$ cat config.mk
export PLATFORM = sky130hd
export DESIGN_NAME = chough_tables
export DESIGN_NICKNAME = d
export VERILOG_FILES = /design/src/hdl/chough_pkg.sv /design/src/hdl/chough_tables.sv
export SDC_FILE = /design/constraint.sdc
export NUM_CORES = 2
export LEC_CHECK = 0
export ABC_CLOCK_PERIOD_IN_PS = 5100
export CORE_MARGIN = 1
export CORE_UTILIZATION = 63
export DETAILED_ROUTE_END_ITERATION = 10
export DONT_BUFFER_PORTS = 1
export HOLD_SLACK_MARGIN = 0.02
export PLACE_DENSITY = 0.81
export SYNTH_ARGS = -nofsm -noshare
export SYNTH_HDL_FRONTEND = slang
export SYNTH_SLANG_ARGS = --single-unit
$ cat constraint.sdc
create_clock -name clk -period 5.1 [get_ports clk]
set_clock_uncertainty 0.05 [all_clocks]
set_input_delay 1.53 -clock clk [delete_from_list [all_inputs] [get_ports clk]]
set_output_delay 1.53 -clock clk [all_outputs]
set_load 0.005 [all_outputs]
$ cat src/hdl/chough_pkg.sv
package chough_pkg;

  // Item operation codes.
  localparam logic [1:0] OP_CLEAR = 2'd0;
  localparam logic [1:0] OP_LOAD  = 2'd1;
  localparam logic [1:0] OP_VOTE  = 2'd2;
  localparam logic [1:0] OP_READ  = 2'd3;

  // Table selection codes for load items.
  localparam logic [1:0] TBL_A_EDGE   = 2'd0;
  localparam logic [1:0] TBL_B_CENTER = 2'd1;
  localparam logic [1:0] TBL_RADIUS   = 2'd2;

  // Configuration register indexes.
  localparam logic [1:0] CFG_A_BINS = 2'd0;
  localparam logic [1:0] CFG_B_BINS = 2'd1;
  localparam logic [1:0] CFG_R_BINS = 2'd2;

  // One command transaction.
  typedef struct packed {
    logic [1:0]         operation;
    logic [1:0]         table_select;
    logic [6:0]         table_index;
    logic signed [15:0] table_value;
    logic signed [15:0] point_x;
    logic signed [15:0] point_y;
    logic [15:0]        weight;
    logic [3:0]         read_radius_bin;
    logic [5:0]         read_b_bin;
    logic [5:0]         read_a_bin;
  } cmd_item_t;

  // One result transaction.
  typedef struct packed {
    logic [31:0] read_value;
    logic [11:0] votes_cast;
    logic        saturated;
  } res_item_t;

endpackage

$ cat src/hdl/chough_tables.sv
module chough_tables #(
  parameter int MAX_A_BINS = 64,
  parameter int MAX_B_BINS = 64,
  parameter int MAX_R_BINS = 16,
  parameter int EW = 7,
  parameter int BW = 6,
  parameter int RW = 4
) (
  input  logic               clk,
  input  logic               we,
  input  logic [1:0]         wsel,
  input  logic [6:0]         widx,
  input  logic signed [15:0] wval,
  input  logic [EW-1:0]      edge_addr,
  input  logic [BW-1:0]      center_addr,
  input  logic [RW-1:0]      radius_addr,
  output logic signed [15:0] edge_data,
  output logic signed [15:0] center_data,
  output logic signed [15:0] radius_data
);
  import chough_pkg::*;

  logic signed [15:0] edge_mem   [MAX_A_BINS+1];
  logic signed [15:0] center_mem [MAX_B_BINS];
  logic signed [15:0] radius_mem [MAX_R_BINS];

  // Table writes, ignored beyond each table's depth.
  always_ff @(posedge clk) begin
    if (we && wsel == TBL_A_EDGE && 32'(widx) < MAX_A_BINS + 1) begin
      edge_mem[EW'(widx)] <= wval;
    end
    if (we && wsel == TBL_B_CENTER && 32'(widx) < MAX_B_BINS) begin
      center_mem[BW'(widx)] <= wval;
    end
    if (we && wsel == TBL_RADIUS && 32'(widx) < MAX_R_BINS) begin
      radius_mem[RW'(widx)] <= wval;
    end
  end

  // Registered reads.
  always_ff @(posedge clk) begin
    edge_data   <= edge_mem[edge_addr];
    center_data <= center_mem[center_addr];
    radius_data <= radius_mem[radius_addr];
  end

endmodule

==> implementation parameters <==
Parameter                              Value

Floorplan
  Row count    138
  Die footprint    144,000 µm²
  Overall die height    380 µm
  Effective utilization at floorplan    63.5%
  Number of top-level pins    92
  Die extent in x    380 µm
  Core region area    141,000 µm²

Run status
  Result of the run    finished clean

Placement
  Number of port buffers    0
  DPL Wire Length    112,000 µm
  Placed cell area    92,300 µm²
  Weighted congestion at the end of routability-driven global placement    0.856
  DP Worst Slack    0.697 ns
  Total placed cells including tap cells    5,836

CTS
  H-tree depth reported by CTS    4
  Root buf cell    sky130_fd_sc_hd__clkbuf_16
  Skew-Pair Late Insertion Delay    0.90 ns
  Number of buffers inserted for hold repair after clock tree synthesis    0
  Setup fix buffers added after clock tree synthesis    0
  Clock-pin transition on the worst setup and hold timing paths    0.06 ns
  Maximum clock path buffer count    3
  Inserted Clock Buffers    217
  # clock sinks    2,368
  Post-cts repair resize count    0
  CTS tree    done

Final layout
  Layout cells sized above 1    23.7%
  NumNets Final    4,209
  Most common cell after layout, fill and taps aside    sky130_fd_sc_hd__edfxtp_1
  Area growth from synthesis to layout    10.7%
  Final cell area excluding filler cells    99,400 µm²
  FILL cells    7,552
  Fin util    70.3%
  Commonest non-fill, non-tap cells in the layout    sky130_fd_sc_hd__edfxtp_1 (2,320), sky130_fd_sc_hd__mux4_2 (528), sky130_fd_sc_hd__clkbuf_16 (220)
  Post-route non-filler standard cell count    6,242

Yosys
  Ranking of synthesized cells by area    sky130_fd_sc_hd__edfxtp_1 (78%), sky130_fd_sc_hd__mux4_2 (13%), sky130_fd_sc_hd__mux2i_1 (2.2%), sky130_fd_sc_hd__dfxtp_1 (1.1%), sky130_fd_sc_hd__nor2_1 (0.82%)
  Total number of yosys warnings    0
  Number of synthesized flops with an enable pin    2,320
  Ys flop type    sky130_fd_sc_hd__edfxtp_1
  Share of synthesized registers carrying an async set or reset    0%
  Total nets after synthesis    4,059
  Number of distinct library cells after synthesis    41
  Cell type with the largest total area after synthesis    sky130_fd_sc_hd__edfxtp_1
  Average cell area after synthesis    22.4 µm²
  Fraction of the yosys area taken by sequential cells    78.7%
  Synth top area share    77.6%
  Synthesized netlist cell count    4,015
  Number of register bits inferred by synthesis    2,368
  Cell Area, Synth    89,800 µm²

Timing
  Total Neg Setup Slack    0 ns
  Number of endpoints with negative hold slack in the final report    0
  Final Slew Violations    0
  Peak clock frequency supported by timing    271 MHz
  Measured slew at the worst slew-check pin    1.43 ns
  Final worst path period share    72.4%
  Worst-case setup margin in the final layout    1.41 ns
  Post-layout minimum cycle time    3.69 ns
  Worst-case headroom to the max-slew limit    4.34%
  Unrepaired setup endpoints after global routing    false
  Total setup violations reported at the end of the flow    0

Worst hold path
  Worst-case hold path end point    edge_data[4]
  Startpoint of the worst hold path    edge_mem[64][4]
  Hold Path Cell Cnt    3
  Worst Hold Class    flop to flop

Drt
  Via density    7.09
  Vias post-DR    44,200
  First DRT Iteration DRCs    7,318
  Detailed-route DRC error count    0
  Final wirelength    222,000 µm
  Routed length on met3    26,000 µm
  Highest Signal Layer    met5
  Routed metal-1 wire length    76,100 µm
  1st-pass router iterations    7
  Met2 WL    109,000 µm
  Post-route antenna net violation count    0
  Average routed wire per standard cell    35.6 µm

Global routing
  Overflow after GRT    0
  Antenna violations before repair    9
  GR Util All Layers    31.1%
  Global-route wire length before repair    318,000 µm
  Vias in the first global route    44,300
  Pin count of the biggest net entering global routing    321

Setup path
  Critical path endpoint category    flop
  Cells traversed along the worst timing path    nand4b_2, o22ai_1, a2111oi_0, a31oi_1, or3_1
  WP data required    5.78 ns
  Worst Path Max Fanout    200
  Worst setup startpoint    edge_addr[0]
  Internal reg-to-reg setup slack    2.63 ns
  CP max-delay cell    sky130_fd_sc_hd__nand4b_2
  Category of the most critical setup path    primary input to flop
  Crit path launch type    primary input
  Reg-to-reg critical path endpoint    center_data[7]
  Depth of the worst register-to-register path    4
  Critical register-to-register path startpoint    center_mem[11][7]
  Critical path's largest stage delay    0.90 ns
  Signal arrival time at the worst endpoint    4.37 ns

Power and ir drop
  Peak supply drop    0.000410 V
  Power density relative to cell area    391 nW/µm²
  Leakage Power    0.0312 µW

Flow run
  Max-capacitance violation count    0
-- worst max-delay path by stage --
stage | end | slack [ns] | cells past startpoint
global route | radius_mem[2][7] | 1.44 | 6
floorplan | radius_mem[3][0] | 1.02 | 6
global placement | edge_mem[43][9] | 0.96 | 5
detailed placement | edge_mem[33][4] | 0.70 | 5
finish | edge_data[6] | 1.41 | 5
CTS | edge_mem[33][3] | 1.57 | 5
-- flip-flops by register name (all words and copies together), names as in the netlist --
register	cells
center_data	16
center_mem	1024
edge_data	16
edge_mem	1040
radius_data	16
radius_mem	256
-- worst max-delay path: cells and delay by family --
kind / cells / cell delay, ns
compound gates: 3 / 0.98
simple gates: 2 / 1.23
-- logic make-up (layout without fill, tap and decap cells) --
logic type / after synthesis / count (layout) / synth area share (%)
muxes: 728 / 728 / 15.5
buffers and inverters: 232 / 567 / 1.30
DFF: 2368 / 2368 / 78.7
and+or+nand+nor: 343 / 343 / 1.84
other: 0 / 2 / 0
AOI/OAI and AO/OA: 344 / 344 / 2.73
-- cell type report --
type | count | area [µm²] | share of cell area (%)
clock buffer | 275 | 5770 | 5.81
tap | 1890 | 2360 | 2.38
clock inverter | 129 | 1350 | 1.36
inverter | 1 | 3.75 | 0.00378
timing repair buffer | 162 | 1230 | 1.24
multi-input combinational | 1415 | 18000 | 18.1
sequential | 2368 | 70600 | 71.1
antenna | 2 | 5.00 | 0.00504
-- through the flow --
step	hold slack, ns	total power, µW
CTS	0.593	38900
floorplan	0.551	22800
detailed placement	0.577	22800
finish	0.591	38900
global placement	0.580	22800
global route	0.670	39600
-- cell usage after synthesis (3+ instances only) --
cell                        count
sky130_fd_sc_hd__clkbuf_1     110
sky130_fd_sc_hd__mux4_2       528
sky130_fd_sc_hd__mux2i_1      200
sky130_fd_sc_hd__buf_4         21
sky130_fd_sc_hd__nand2b_1       9
sky130_fd_sc_hd__or2_2          8
sky130_fd_sc_hd__a31oi_1       16
sky130_fd_sc_hd__nor2b_1       37
sky130_fd_sc_hd__o22ai_1       72
sky130_fd_sc_hd__nor3_1         6
sky130_fd_sc_hd__o22a_1        24
sky130_fd_sc_hd__a2111oi_0     16
sky130_fd_sc_hd__a21oi_1       56
sky130_fd_sc_hd__a22oi_1       64
sky130_fd_sc_hd__dfxtp_1       48
sky130_fd_sc_hd__or3_1         18
sky130_fd_sc_hd__nor2_1       195
sky130_fd_sc_hd__edfxtp_1    2320
sky130_fd_sc_hd__a211oi_1      64
sky130_fd_sc_hd__nand4bb_1      3
sky130_fd_sc_hd__nand3_1       15
sky130_fd_sc_hd__o41ai_1        8
sky130_fd_sc_hd__o221a_2        8
sky130_fd_sc_hd__nand3b_1       7
sky130_fd_sc_hd__buf_6         19
sky130_fd_sc_hd__nand4b_2       3
sky130_fd_sc_hd__buf_1         20
sky130_fd_sc_hd__o221ai_1       8
sky130_fd_sc_hd__buf_2         60
sky130_fd_sc_hd__or3b_2         4
sky130_fd_sc_hd__o32a_1         8
sky130_fd_sc_hd__or4_1          8
sky130_fd_sc_hd__nand2_1       24
-- per-layer routing --
layer	up-vias	GRT usage (%)
met3	562	6.62
li1	17300	-
met5	-	0
met1	22900	41.9
met2	3527	49.7
met4	8	13.7
-- power by group --
part	switching, µW	total (µW)	internal [µW]
combinational	463	1010	544
clock	7270	16400	9110
sequential	59.9	21500	21400
Power figures use the tool's default switching activity.
