<file path="src/hdl/chough_pkg.sv">
package chough_pkg;

  // Item operation codes.
  localparam logic [1:0] OP_CLEAR = 2'd0;
  localparam logic [1:0] OP_LOAD  = 2'd1;
  localparam logic [1:0] OP_VOTE  = 2'd2;
  localparam logic [1:0] OP_READ  = 2'd3;

  // Table selection codes for load items.
  localparam logic [1:0] TBL_A_EDGE   = 2'd0;
  localparam logic [1:0] TBL_B_CENTER = 2'd1;
  localparam logic [1:0] TBL_RADIUS   = 2'd2;

  // Configuration register indexes.
  localparam logic [1:0] CFG_A_BINS = 2'd0;
  localparam logic [1:0] CFG_B_BINS = 2'd1;
  localparam logic [1:0] CFG_R_BINS = 2'd2;

  // One command transaction.
  typedef struct packed {
    logic [1:0]         operation;
    logic [1:0]         table_select;
    logic [6:0]         table_index;
    logic signed [15:0] table_value;
    logic signed [15:0] point_x;
    logic signed [15:0] point_y;
    logic [15:0]        weight;
    logic [3:0]         read_radius_bin;
    logic [5:0]         read_b_bin;
    logic [5:0]         read_a_bin;
  } cmd_item_t;

  // One result transaction.
  typedef struct packed {
    logic [31:0] read_value;
    logic [11:0] votes_cast;
    logic        saturated;
  } res_item_t;

endpackage

</file>
<file path="src/hdl/chough_sqrt.sv">
module chough_sqrt (
  input  logic        clk,
  input  logic        rst,
  input  logic        start,
  input  logic [31:0] value,
  output logic        done,
  output logic [15:0] root
);
  import chough_pkg::*;

  logic [31:0] val;
  logic [18:0] rem;
  logic [4:0]  cnt;
  logic [18:0] rem_shift;
  logic [18:0] trial;

  // One result bit per cycle, restoring digit recurrence.
  assign rem_shift = {rem[16:0], val[31:30]};
  assign trial     = {1'b0, root, 2'b01};

  always_ff @(posedge clk) begin
    if (rst) begin
      cnt  <= '0;
      done <= 1'b0;
    end else begin
      done <= 1'b0;
      if (start) begin
        val  <= value;
        rem  <= '0;
        root <= '0;
        cnt  <= 5'd16;
      end else if (cnt != '0) begin
        val <= {val[29:0], 2'b00};
        if (rem_shift >= trial) begin
          rem  <= rem_shift - trial;
          root <= {root[14:0], 1'b1};
        end else begin
          rem  <= rem_shift;
          root <= {root[14:0], 1'b0};
        end
        cnt <= cnt - 5'd1;
        if (cnt == 5'd1) begin
          done <= 1'b1;
        end
      end
    end
  end

endmodule

</file>
<file path="config.mk">
export PLATFORM = sky130hd
export DESIGN_NAME = chough_sqrt
export DESIGN_NICKNAME = d
export VERILOG_FILES = /design/src/hdl/chough_pkg.sv /design/src/hdl/chough_sqrt.sv
export SDC_FILE = /design/constraint.sdc
export NUM_CORES = 1
export LEC_CHECK = 0
export BUFFER_PORTS_ARGS = -buffer_cell sky130_fd_sc_hd__buf_2
export CORE_ASPECT_RATIO = 0.6
export CORE_MARGIN = 2
export CORE_UTILIZATION = 40
export CTS_CLUSTER_DIAMETER = 200
export DETAILED_ROUTE_END_ITERATION = 7
export MAX_ROUTING_LAYER = met4
export PLACE_DENSITY_LB_ADDON = 0.3
export SLEW_MARGIN = 25
export SYNTH_ARGS = -nofsm -noshare
export SYNTH_HDL_FRONTEND = slang
export SYNTH_SLANG_ARGS = --single-unit
</file>
<file path="constraint.sdc">
create_clock -name clk -period 6.2 [get_ports clk]
set_input_delay 0.93 -clock clk [delete_from_list [all_inputs] [get_ports clk]]
set_output_delay 0.93 -clock clk [all_outputs]
set_load 0.01 [all_outputs]
</file>
==> impl_metrics.csv, run 1 <==
group,metric,value,unit
setup_path,reg2reg_to,"rem[12]",
floorplanning,ios,52,
synth,muxShareOfSynthArea,0.110,
floorplanning,core-area,9190,sq um
detailed_routing,via_per_inst,4.88,
sta,slew_viol_final,0,
setup_path,reg2reg_depth,8,
synth,synth_cell_types,43,
clock_network,h-tree-depth,3,
detailed_routing,maxUsedRoutingLayer,"met4",
clock_network,cts_tree,"built",
setup_path,worstSetupStartpointType,"flip-flop",
floorplanning,die_x,130,um
detailed_routing,drcViolationCount,0,
hold_path,min_to,"cnt[4]",
final_layout,area_delta_synth_final,16.9,%
final_layout,fin_util,0.484,
synth,seq_area_frac_synth,0.545,
setup_path,slowest_delay,0.41,ns
synth,avgSynthCellArea,12.2,sq um
setup_path,crit_chain,"inv_1 > ha_1 > a21oi_1 > nand3_1 > a221oi_4 > o221ai_4 > nor2b_1 > a21o_1",
floorplanning,num_rows,27,
detailed_routing,route.met3.wl,421,um
sta,worst_slack,3.41,ns
sta,worst_hold_slack,0.539,ns
floorplanning,start_util,0.414,
floorplanning,die_h,79.5,um
clock_network,post_cts_buffers,0,
sta,slew_headroom,0.455,
synth,ys_warn_count,0,
power,worst_ir_drop_vdd,0.150,mV
detailed_routing,routed_wl,6980,um
global_route,grt_use_total,0.150,
synth,syn_inst,312,
synth,synth_edf_count,65,
floorplanning,dieArea,10300,sq um
synth,synth-async-reset-ratio,0,
synth,ys_seq_elements,71,
global_route,grt-ovfl-total,0,
setup_path,critPathKind,"reg -> reg",
synth,synth_area_leaders,"edfxtp_1, mux2_2, ha_1",
placement,dp_hpwl,4820,um
detailed_routing,drtPass1Iterations,4,
detailed_routing,via_count,2443,
sta,finalHoldViolations,0,
power,p_leak,1.81,nW
final_layout,drive_gt1_frac,0.275,
final_layout,fin_area,4440,sq um
setup_path,crit_start,"root[2]",
run,cap_violations,0,
placement,routabilityCongestion,0.855,
clock_network,numCtsBuffers,9,
clock_network,cts.reportedPaths.clkPinSlew,0.05,ns
setup_path,cp_slowest_cell,"a221oi_4",
detailed_routing,drt-met1-wl,3720,um
detailed_routing,avgRoutedWirePerCell,13.9,um
sta,setup_tns,0,ns
synth,synth_top_cell_by_area,"edfxtp_1",
synth,synth-simple-area-share,0.0915,
power,p_per_area,368,nW/um^2
global_route,grt_max_degree,71,
clock_network,post_cts_resized,0,
hold_path,worstHoldPathCells,2,
synth,synth_ff_type,"edfxtp_1",
detailed_routing,ant_nets,0,
global_route,grt_pass1_vias,2346,
sta,clock_skew,0.00482,ns
synth,synth_compound_area_frac,0.107,
placement,pre_cts_ws,3.19,ns
setup_path,timing.rr.start,"root[2]",
synth,synth_top_area_frac,0.513,
final_layout,diodes,0,
clock_network,clockBufferDepth,2,
synth,netlist_area,3800,sq um
synth,syn_nets,368,
setup_path,cp_data_required_time,6.28,ns
sta,finalCriticalPeriod,2.79,ns
synth,synth-xor-area-share,0.0392,
setup_path,cp.arrival,2.87,ns
global_route,grt_pass1_wl,11400,um
hold_path,hp-class,"reg -> reg",
setup_path,r2r_slack,3.41,ns
clock_network,cts_num_sinks,71,
synth,synth_top_family_by_area,"multiplexers",
setup_path,endpoint_kind,"flip-flop",
clock_network,worstSkewPairLatency,0.33,ns
sta,rsz0062_at_grt,"false",
sta,fin_crit_sh,0.450,
setup_path,crit_fanout,22,
placement,io_buffers,51,
detailed_routing,wl_met2,2770,um
status,status,"finished clean",
synth,yosys.area_share.adder,0.0691,
final_layout,nets,422,
hold_path,min_from,"cnt[4]",
sta,setup_violations,0,
sta,fmax,0.359,GHz
placement,place_area,4190,sq um
clock_network,cts_hold_buf,0,
clock_network,cts-root-buf,"clkbuf_16",
global_route,antenna_found_initial,0,
sta,tightest_slew,0.817,ns
detailed_routing,drt-initial-drc-count,134,
==> logic make-up after synthesis <==
group	after synthesis
compound gates	51
xor+xnor	17
fa+ha+maj	21
buf+inv	35
flops	71
mux	38
simple gates	79
==> report_power, final <==
group          internal [W]  leakage (nW)  switching, W
clock              0.000270         0.125      0.000178
combinational      0.000231          1.00      0.000294
sequential         0.000627         0.686     0.0000353
total               0.00113          1.81      0.000507
==> per-stage QoR <==
| step | total power (W) | cells |
|---|---|---|
| after floorplan | 0.00109 | 312 |
| after global placement | 0.00119 | 485 |
| after detailed placement | 0.00120 | 485 |
| after CTS | 0.00165 | 501 |
| after global routing | 0.00175 | 501 |
| final | 0.00164 | 501 |
==> cell type report <==
cell class	count	area, sq um
Inverter	25	93.8
Clock inverter	2	10.0
Clock buffer	14	244
Sequential cell	71	2070
Fill cell	868	4750
Tap cell	130	163
Multi-Input combinational cell	206	1590
Timing Repair Buffer	53	270
==> worst max path at each step <==
stage	endpoint	slack, ns
floorplan	rem[0]	1.50
global placement	root[12]	3.20
detailed placement	root[9]	3.19
CTS	rem[10]	3.38
global route	rem[12]	3.21
finish	rem[12]	3.41
==> placed cells by master (no fill, tap or decap), types with 3 or more instances in the layout <==
master     synthesis  layout
edfxtp_1          65      65
buf_2              0      51
nor2_1            50      49
mux2_2            30      30
inv_1             25      25
ha_1              21      21
xnor2_1           14      14
nand2_1           11      11
clkbuf_16          0       9
a21o_1             8       8
mux2i_1            8       8
a21oi_1            7       7
a211oi_1           7       7
o21ai_0            6       6
dfxtp_1            6       6
clkbuf_1           6       5
nor3_1             4       4
o21a_1             4       4
nand4_1            3       3
xor2_1             3       3
==> critical path, delay by kind of cell, from the launching register on <==
family / cells / cell delay, ns
AND/OR/NAND/NOR: 2 / 0.50
AO/OA/AOI/OAI: 4 / 1.26
flip-flops: 1 / 0.34
adder cells (fa/ha/maj): 1 / 0.37
buffers and inverters: 1 / 0.07
==> cells in the mapped netlist (3+ instances only) <==
library cell / count
dfxtp_1: 6
nor2_1: 50
mux2_2: 30
mux2i_1: 8
a21oi_1: 7
ha_1: 21
a21o_1: 8
nand2_1: 11
nand4_1: 3
o21ai_0: 6
a211oi_1: 7
o21a_1: 4
nor3_1: 4
clkbuf_1: 6
edfxtp_1: 65
xnor2_1: 14
xor2_1: 3
inv_1: 25
==> state kept, by name, summed over array words and instances (netlist names) <==
name  cells
root     16
done      1
rem      17
cnt       5
val      32
==> layer usage <==
layer	track usage	vias up
met5	-	-
met4	0.0387	0
met1	0.218	1135
met3	0.0556	9
li1	-	1244
met2	0.195	55
(Power assumes the default switching activity.)
==> inputs of run 2 (changes only) <==
Clock period 6.2 ns to 2.8 ns, I/O delays scaled along.
==> run 2 against run 1 <==
Compared with the run above:
- via count is 2.6% higher
- first-iteration DRC count is 54% higher
- power is 150% higher
- global-route usage is 0.46 points higher
- sequential power is 120% higher
- combinational power is 150% higher
- sequential share of layout area is 2.0 points lower
- flip-flop and latch count stayed put
- critical endpoint is now rem[2]
- largest cell class unchanged
- largest power group unchanged
- highest routed layer unchanged
==> impl_metrics.csv, run 2 (synthesis results as in run 1) <==
group,metric,value,unit
status,status,"finished clean",
final_layout,largest_reg_flops,32,
floorplanning,die_h,79.5,um
run,cap_violations,0,
setup_path,critPathKind,"reg -> reg",
global_route,grt-ovfl-total,0,
clock_network,cts_hold_buf,0,
global_route,grt_pass1_wl,11700,um
sta,clock_skew,0.00506,ns
floorplanning,die_x,130,um
global_route,grt_pass1_vias,2313,
sta,rsz0062_at_grt,"false",
sta,tightest_slew,0.796,ns
placement,dp_cells,490,
final_layout,top_register,"val",
clock_network,numCtsBuffers,9,
floorplanning,num_rows,27,
sta,slew_headroom,0.469,
placement,io_buffers,51,
setup_path,cp.arrival,2.66,ns
clock_network,cts_num_sinks,71,
detailed_routing,via_count,2506,
global_route,grt_use_total,0.155,
hold_path,min_from,"rst",
sta,worst_hold_slack,0.349,ns
sta,fmax,0.384,GHz
hold_path,hp-class,"in -> reg",
clock_network,cts-root-buf,"clkbuf_16",
final_layout,diodes,0,
clock_network,h-tree-depth,3,
sta,fin_crit_sh,0.930,
floorplanning,start_util,0.414,
detailed_routing,drcViolationCount,0,
final_layout,fin_util,0.505,
sta,finalCriticalPeriod,2.60,ns
setup_path,r2r_slack,0.20,ns
placement,place_area,4240,sq um
clock_network,worstSkewPairLatency,0.33,ns
final_layout,layout_common_cells,"edfxtp_1, buf_2, nor2_1",
detailed_routing,drtPass1Iterations,4,
final_layout,area_delta_synth_final,22.1,%
detailed_routing,routed_wl,7460,um
detailed_routing,avgRoutedWirePerCell,14.5,um
detailed_routing,ant_nets,0,
clock_network,cts_tree,"built",
floorplanning,ios,52,
clock_network,cts.reportedPaths.clkPinSlew,0.06,ns
sta,slew_viol_final,0,
power,p_leak,1.92,nW
detailed_routing,via_per_inst,4.88,
hold_path,worstHoldPathCells,2,
sta,finalHoldViolations,0,
final_layout,drive_gt1_frac,0.313,
power,worst_ir_drop_vdd,0.351,mV
final_layout,largest_registers,"val x32, rem x17, root x16",
floorplanning,core-area,9190,sq um
setup_path,reg2reg_depth,9,
setup_path,reg2reg_to,"rem[2]",
sta,setup_violations,0,
final_layout,nets,435,
floorplanning,dieArea,10300,sq um
global_route,antenna_found_initial,0,
setup_path,endpoint_kind,"flip-flop",
setup_path,timing.rr.start,"root[2]",
global_route,grt_max_degree,70,
setup_path,crit_fanout,11,
clock_network,clockBufferDepth,2,
detailed_routing,drt-initial-drc-count,206,
final_layout,fin_area,4640,sq um
final_layout,fin_cells,514,
setup_path,cp_data_required_time,2.86,ns
hold_path,min_to,"cnt[0]",
power,p_per_area,876,nW/um^2
placement,routabilityCongestion,0.864,
placement,dp_hpwl,4990,um
sta,setup_tns,0,ns
final_layout,final_common_cell,"edfxtp_1",
setup_path,worstSetupStartpointType,"flip-flop",
-- run 2: report_power, final --
| part | leakage (nW) | switching [W] | total (W) | internal [W] |
|---|---|---|---|---|
| logic | 1.07 | 0.000695 | 0.00129 | 0.000597 |
| clock network | 0.166 | 0.000439 | 0.00131 | 0.000868 |
| registers | 0.686 | 0.0000787 | 0.00146 | 0.00139 |
| total | 1.92 | 0.00121 | 0.00406 | 0.00285 |
-- run 2: critical path, stage by stage (launching register included) --
cell	delay, ns
edfxtp_1	0.40
inv_1	0.11
ha_1	0.32
a21oi_2	0.22
nand3_1	0.17
a221oi_4	0.41
o221ai_4	0.25
buf_4	0.23
mux2i_1	0.16
nor2_1	0.06
-- run 2: cell type report --
class	count	area [sq um]
Multi-Input combinational cell	206	1590
Clock buffer	10	229
Clock inverter	6	109
Sequential cell	71	2070
Timing Repair Buffer	66	380
Inverter	25	93.8
Tap cell	130	163
Fill cell	844	4550
-- run 2: stage by stage --
stage | setup slack, ns | power [W]
detailed placement | 0.0613 | 0.00270
floorplan | 0.396 | 0.00241
global route | 0.00634 | 0.00429
finish | 0.197 | 0.00406
CTS | 0.0344 | 0.00403
global placement | 0.187 | 0.00268
-- run 2: what timing repair did --
item | in CTS | in global routing
gates resized for setup | 0 | 1
hold endpoints to repair | 0 | 0
setup endpoints to repair | 0 | 8
buffers inserted | 0 | 8
-- run 2: how the worst max path moves through the flow --
stage	startpoint	to	slack, ns	cells after the start
2_1_floorplan	start	rem[0]	0.40	4
3_3_place_gp	root[2]	rem[10]	0.19	8
3_5_place_dp	root[2]	rem[2]	0.06	9
4_1_cts	root[2]	rem[2]	0.03	9
5_1_grt	root[4]	rem[1]	0.006	10
6_report	root[2]	rem[2]	0.20	9
-- run 2: per-layer routing --
metal / vias to the layer above / part of all wire / GRT usage
met4: 0 / 0.0087 / 0.0344
met2: 59 / 0.40 / 0.188
met5: - / 0 / -
met3: 9 / 0.065 / 0.0724
met1: 1171 / 0.53 / 0.228
li1: 1267 / - / -
